**src/design/rbs_pkg.sv**
```systemverilog
// Package for the ray/box slab test: number format, pipeline widths, beat types.
// No dependencies; every other design file but rbs_hit_if imports it.
package rbs_pkg;

    localparam int DATA_W    = 32;
    localparam int FRAC_BITS = 16;
    localparam int DIFF_W    = DATA_W + 1;
    localparam int NUM_W     = DIFF_W + FRAC_BITS;
    localparam int DEN_W     = DATA_W;
    localparam int REM_W     = DEN_W;
    localparam int NUM_AXES  = 3;
    localparam int ADDR_W    = 5;

    typedef logic signed [DATA_W-1:0] fix_t;

    localparam fix_t FIX_MAX = {1'b0, {(DATA_W-1){1'b1}}};
    localparam fix_t FIX_MIN = {1'b1, {(DATA_W-1){1'b0}}};

    typedef enum logic [2:0] {
        REG_BOX_MIN_X = 3'd0,
        REG_BOX_MIN_Y = 3'd1,
        REG_BOX_MIN_Z = 3'd2,
        REG_BOX_MAX_X = 3'd3,
        REG_BOX_MAX_Y = 3'd4,
        REG_BOX_MAX_Z = 3'd5
    } reg_idx_t;

    // Per-axis side data that travels beside the dividers.
    typedef struct packed {
        logic dzero;
        logic dneg;
        logic in_slab;
        logic qneg_min;
        logic qneg_max;
    } axis_meta_t;

    typedef struct packed {
        axis_meta_t [NUM_AXES-1:0] ax;
        fix_t                      lo;
        fix_t                      hi;
    } meta_t;

    // Per-axis slab bounds, ready for narrowing.
    typedef struct packed {
        logic dzero;
        logic in_slab;
        fix_t t_entry;
        fix_t t_exit;
    } axis_t;

    typedef struct packed {
        logic                 alive;
        fix_t                 lo;
        fix_t                 hi;
        axis_t [NUM_AXES-1:0] ax;
    } merge_t;

endpackage

```
**src/design/rbs_cfg_regs.sv**
```systemverilog
// APB-style register file holding the six box corner coordinates.
// Depends on rbs_pkg.
module rbs_cfg_regs (
    input  logic                       clk,
    input  logic                       rst_n,
    input  logic                       psel,
    input  logic                       penable,
    input  logic                       pwrite,
    input  logic [rbs_pkg::ADDR_W-1:0] paddr,
    input  logic [rbs_pkg::DATA_W-1:0] pwdata,
    output logic [rbs_pkg::DATA_W-1:0] prdata,
    output logic                       pready,
    output rbs_pkg::fix_t [2:0]        box_min,
    output rbs_pkg::fix_t [2:0]        box_max
);
    import rbs_pkg::*;

    fix_t [2:0] box_min_reg;
    fix_t [2:0] box_max_reg;
    reg_idx_t   idx;
    logic       wr_en;

    assign idx    = reg_idx_t'(paddr[ADDR_W-1:2]);
    assign wr_en  = psel && penable && pwrite;
    assign pready = 1'b1;

    always_ff @(posedge clk or negedge rst_n)
    begin
        if (!rst_n)
        begin
            box_min_reg <= '0;
            box_max_reg <= '0;
        end
        else if (wr_en)
        begin
            unique case (idx)
                REG_BOX_MIN_X: box_min_reg[0] <= pwdata;
                REG_BOX_MIN_Y: box_min_reg[1] <= pwdata;
                REG_BOX_MIN_Z: box_min_reg[2] <= pwdata;
                REG_BOX_MAX_X: box_max_reg[0] <= pwdata;
                REG_BOX_MAX_Y: box_max_reg[1] <= pwdata;
                REG_BOX_MAX_Z: box_max_reg[2] <= pwdata;
                default: ; // drop writes past the last register
            endcase
        end
    end

    always_comb
    begin
        unique case (idx)
            REG_BOX_MIN_X: prdata = box_min_reg[0];
            REG_BOX_MIN_Y: prdata = box_min_reg[1];
            REG_BOX_MIN_Z: prdata = box_min_reg[2];
            REG_BOX_MAX_X: prdata = box_max_reg[0];
            REG_BOX_MAX_Y: prdata = box_max_reg[1];
            REG_BOX_MAX_Z: prdata = box_max_reg[2];
            default:       prdata = '0;
        endcase
    end

    assign box_min = box_min_reg;
    assign box_max = box_max_reg;
endmodule

```
**config.mk**
```make
export PLATFORM = sky130hd
export DESIGN_NAME = rbs_cfg_regs
export DESIGN_NICKNAME = d
export VERILOG_FILES = /design/src/design/rbs_pkg.sv /design/src/design/rbs_cfg_regs.sv
export SDC_FILE = /design/constraint.sdc
export NUM_CORES = 1
export LEC_CHECK = 0
export ABC_CLOCK_PERIOD_IN_PS = 1380
export BUFFER_PORTS_ARGS = -buffer_cell sky130_fd_sc_hd__buf_2
export CORE_MARGIN = 2
export CORE_UTILIZATION = 47
export DETAILED_ROUTE_END_ITERATION = 16
export GPL_ROUTABILITY_DRIVEN = 0
export PLACE_DENSITY = 0.73
export SLEW_MARGIN = 10
export SYNTH_ARGS = -nofsm -noshare
export SYNTH_HDL_FRONTEND = slang
export SYNTH_SLANG_ARGS = --single-unit
```
**constraint.sdc**
```tcl
create_clock -name clk -period 1.38 [get_ports clk]
set_input_delay 0.276 -clock clk [delete_from_list [all_inputs] [get_ports clk]]
set_output_delay 0.276 -clock clk [all_outputs]
set_load 0.03 [all_outputs]
```
Word level (Yosys, flattened, before mapping)
Index checks and enable logic that the tools add are counted.

Register bits after elaboration: 192. Input bits: 42. Output and inout port bits: 225.

Equality and inequality tests: 5. Muxes and demuxes: 1. Reductions and logical operators: 9.

Operators with widths (number): $pmux W32 S6 (1); $reduce_and A2 Y1 (6); $eq A3 B2 Y1 const B (2); $eq A3 B3 Y1 const B (2); $eq A3 B1 Y1 const B (1); $logic_not A3 Y1 (1); $logic_and A1 B1 Y1 (2).

Depth between registers and ports, before layout
Depth in word-level cells: 3. Gate-level depth with buffers: 6.

Worst setup path before layout
No wires, ideal clock.

Kind: input-to-output. Start point: in paddr[2] in the netlist's numbering. End point: out prdata[0] in the netlist's numbering. Arrival: 1.513 ns. Data required time: 1.104 ns. Path slack: -0.409 ns. Stages: 5. Path buffers: 3. Cells stage by stage: buf_6 > buf_2 > clkbuf_1 > a221oi_1 > a31oi_1.

Word-level cells in the longest chain between the ends: 2. Elaborated cells between the ends (all ways): 7.

RTL lines: from (decl) (line rbs_cfg_regs.sv:9) `input logic [rbs_pkg::ADDR_W-1:0] paddr,`; $eq A3 B3 Y1 (tied with other cells) (line rbs_cfg_regs.sv:50) `unique case (idx)`; $pmux W32 S6 (*) (line rbs_cfg_regs.sv:50); to (decl) (line rbs_cfg_regs.sv:11) `output logic [rbs_pkg::DATA_W-1:0] prdata,`.

Every way passes the cells marked *; elsewhere a longest branch is shown, timed or not.

Worst setup path in the final report
Start point: reg box_min_reg, in the netlist box_min[79]. End point: out prdata[15] in the netlist's numbering.

Word-level cells in the longest chain between the ends: 1.

RTL lines: from (decl) (line rbs_cfg_regs.sv:18) `fix_t [2:0] box_min_reg;`; $pmux W32 S6 (line rbs_cfg_regs.sv:50).

No other way between the ends.

==> reports/results.ini <==
[sta]
hold_ws_ns = 0.143
worst_clock_skew_ns = 0
rsz0062_at_grt = yes
post-route-period-util = 1.44
hold_viol = 0
finalCriticalPeriod_ns = 1.98
max_freq_mhz = 504
setup_ws_ns = -0.602
finalSetupViolations = 43
finalMaxSlewViolations = 0

[synth]
ys.warnings.count = 0
syn_inst = 630
syn_nets = 672
avgSynthCellArea_sq_um = 14.2
yosysTopAreaCellShare = 0.538
ys_seq_area_frac = 0.538
synth_top_flop_cell = dfrtp_1
synth_area_leaders = dfrtp_1, mux2_2, mux2i_1, a221oi_1, buf_6
synth_edf_count = 0
async_reset_ff_frac = 1.00
syn_area_sq_um = 8920
synth_cell_types = 28
yosys.area.top_type = dfrtp_1
synth-seq-cells = 192

[pwr]
p_leak_nw = 6.76
sw_frac_of_total = 0.378
power_frac_clock = 0.225
p_per_area_nw_per_um2 = 1520
p_comb_frac = 0.419
internal_power_mw = 13.6
ir_worst_vdd_mv = 0.871
pwr-share-seq = 0.356
power_switching_mw = 8.24

[setup_path]
crit_arrival_ns = 1.71
crit_chain = mux2_4 > a221oi_4 > a31oi_4 > buf_6
crit_type = register to primary output
crit_required_ns = 1.10
crit_start = box_min[79]
cp_slowest_cell = dfrtp_1
critPathCaptureType = primary output
critPathMaxStageDelay_ns = 0.41
crit_path_max_fanout = 2
worstSetupStartpointType = register
r2r-start = box_min[82]

[status]
status = complete, but fails checks
violations = setup timing

[floorplanning]
io_pins = 267
dieArea_sq_um = 20100
core_area_sq_um = 18600
initial_utilization = 0.479
num_rows = 50
die_y_um = 142
die_w_um = 142

[grt]
grt_max_degree = 48
grt.overflow.total = 0
grtUsageMet1 = 0.355
use_met2 = 0.517
grt_pass1_vias = 7829
grtUsageTotal = 0.292
antenna_found_initial = 1
gr-max-usage-layer = met2
grt_pass1_wl_mm = 45.2
use_met3 = 0.0675

[placed_design]
place_ws_ns = -0.439
hpwlAfterDp_mm = 19.6
dp.cells = 1207
port_buffers = 263
postPlaceCellArea_sq_um = 12500

[cts]
cts_root_buf = clkbuf_16
cts.sinks = 192
cts.path.max_buffers = 2
worst_skew_pair.late_latency_ns = 0.42
cts_buffers = 17
clkTransAtPathRegs_ns = 0.08
cts_max_level = 4
cts_tree = built

[finish]
instances_no_fill = 1262
syn2layout_area_growth_pct = 61.0
design_area_sq_um = 14400
layout-drive-gt1-share = 0.737
nNetsFinal = 1057
n_antenna_cell = 0
fillerInstances = 1061

[detailed_routing]
wl_per_cell_um = 23.2
num_vias = 7113
viasPerCell = 5.64
drc = 0
drt_iter0_drc = 241
postRouteAntennaNets = 0
wl_mm = 29.2
dr.pass1.iters = 4

[job]
cap_violations = 0

[worst_hold_path]
hp-start = pwdata[12]
holdCritPathClass = input pin to register

-- layout by cell type, fill, tap and decap left out, types with 3 or more instances in the layout --
cell type and instances:
buf_2 141, inv_6 5, mux2i_1 21, o221ai_2 4
a221oi_4 20, a21oi_4 3, nand2_1 38, mux2_4 73
a31oi_4 19, mux2i_2 7, buf_12 29, or3_4 5
and3b_1 3, nor2_4 4, clkbuf_16 17, inv_8 3
nor2_1 3, buf_6 166, dfrtp_2 8, clkinv_2 3
o221ai_4 6, buf_4 67, nand3_1 3, clkbuf_4 6
mux2_2 153, mux2_1 8, dfrtp_1 184
-- area by class of cell --
| type | count | area (sq um) | area share |
|---|---|---|---|
| clock buffers | 18 | 429 | 0.0299 |
| clock inverters | 14 | 143 | 0.00993 |
| inverters | 1 | 5.00 | 0.000348 |
| multi-input cells | 390 | 4930 | 0.343 |
| flip-flops and latches | 192 | 4810 | 0.335 |
| well taps | 234 | 293 | 0.0204 |
| repair buffers | 413 | 3760 | 0.261 |
-- final timing paths --
kind,depth (start not counted),slack [ns],end
min reg2reg,1,0.52,box_max[82]
max,4,-0.60,prdata[15]
max in group asynchronous,3,0.45,box_max[36]
max reg2reg,3,0.33,box_min[82]
min in group asynchronous,2,0.37,box_min[86]
min,2,0.14,box_max[44]
-- stage by stage --
stage | TNS, ns | util | total power [mW]
after CTS | -14.82 | 0.751 | 21.4
after detailed placement | -74.63 | 0.673 | 15.4
final | -15.41 | 0.771 | 21.8
after global routing | -17.54 | 0.771 | 22.6
after floorplan | -8.89 | - | 12.6
after global placement | -70.85 | 0.673 | 15.2
-- worst max-delay path: cells and delay by family, from the launching register on --
| family | cells | cell delay, ns |
|---|---|---|
| compound gates | 2 | 0.40 |
| buf+inv | 1 | 0.16 |
| flops | 1 | 0.41 |
| mux | 1 | 0.29 |
-- per-layer routing --
layer | vias to the layer above | routed length (um)
li1 | 3110 | -
met1 | 3703 | 11700
met2 | 261 | 15300
met3 | 39 | 1650
met4 | 0 | 570
met5 | - | 0
-- cell usage after synthesis (3+ instances only) --
| cell type | number |
|---|---|
| and3b_1 | 3 |
| dfrtp_1 | 192 |
| o221ai_1 | 10 |
| nand2_1 | 39 |
| buf_4 | 16 |
| nor2_1 | 3 |
| clkbuf_1 | 7 |
| mux2_1 | 8 |
| buf_6 | 13 |
| nor2_4 | 4 |
| or3_1 | 7 |
| buf_2 | 11 |
| a21oi_1 | 6 |
| nand3_1 | 3 |
| mux2i_1 | 29 |
| mux2_2 | 226 |
| a31oi_1 | 19 |
| a221oi_1 | 20 |
-- cell families (layout without fill, tap and decap cells) --
group	after synthesis	in the layout	synth area share
mux	263	263	0.328
flops	192	192	0.538
simple gates	66	66	0.0430
compound gates	60	60	0.0510
buf+inv	48	446	0.0394
other cells	1	1	0.000420
-- power groups by stage --
stage	combinational [mW]	sequential (mW)	clock [mW]
floorplan	2.79	9.83	0
global placement	7.56	7.62	0
detailed placement	7.72	7.71	0
CTS	8.76	7.65	4.97
global route	9.57	7.87	5.18
finish	9.14	7.76	4.90
-- what timing repair did --
item	CTS	global route
endpoints found under the setup margin	98	111
resized for setup	248	82
cloned	0	0
pin swaps	27	10
hold buffers	1	0
buffers inserted	22	30
hold endpoints to repair	36	0
No activity file was read; power rests on OpenSTA's default activity.
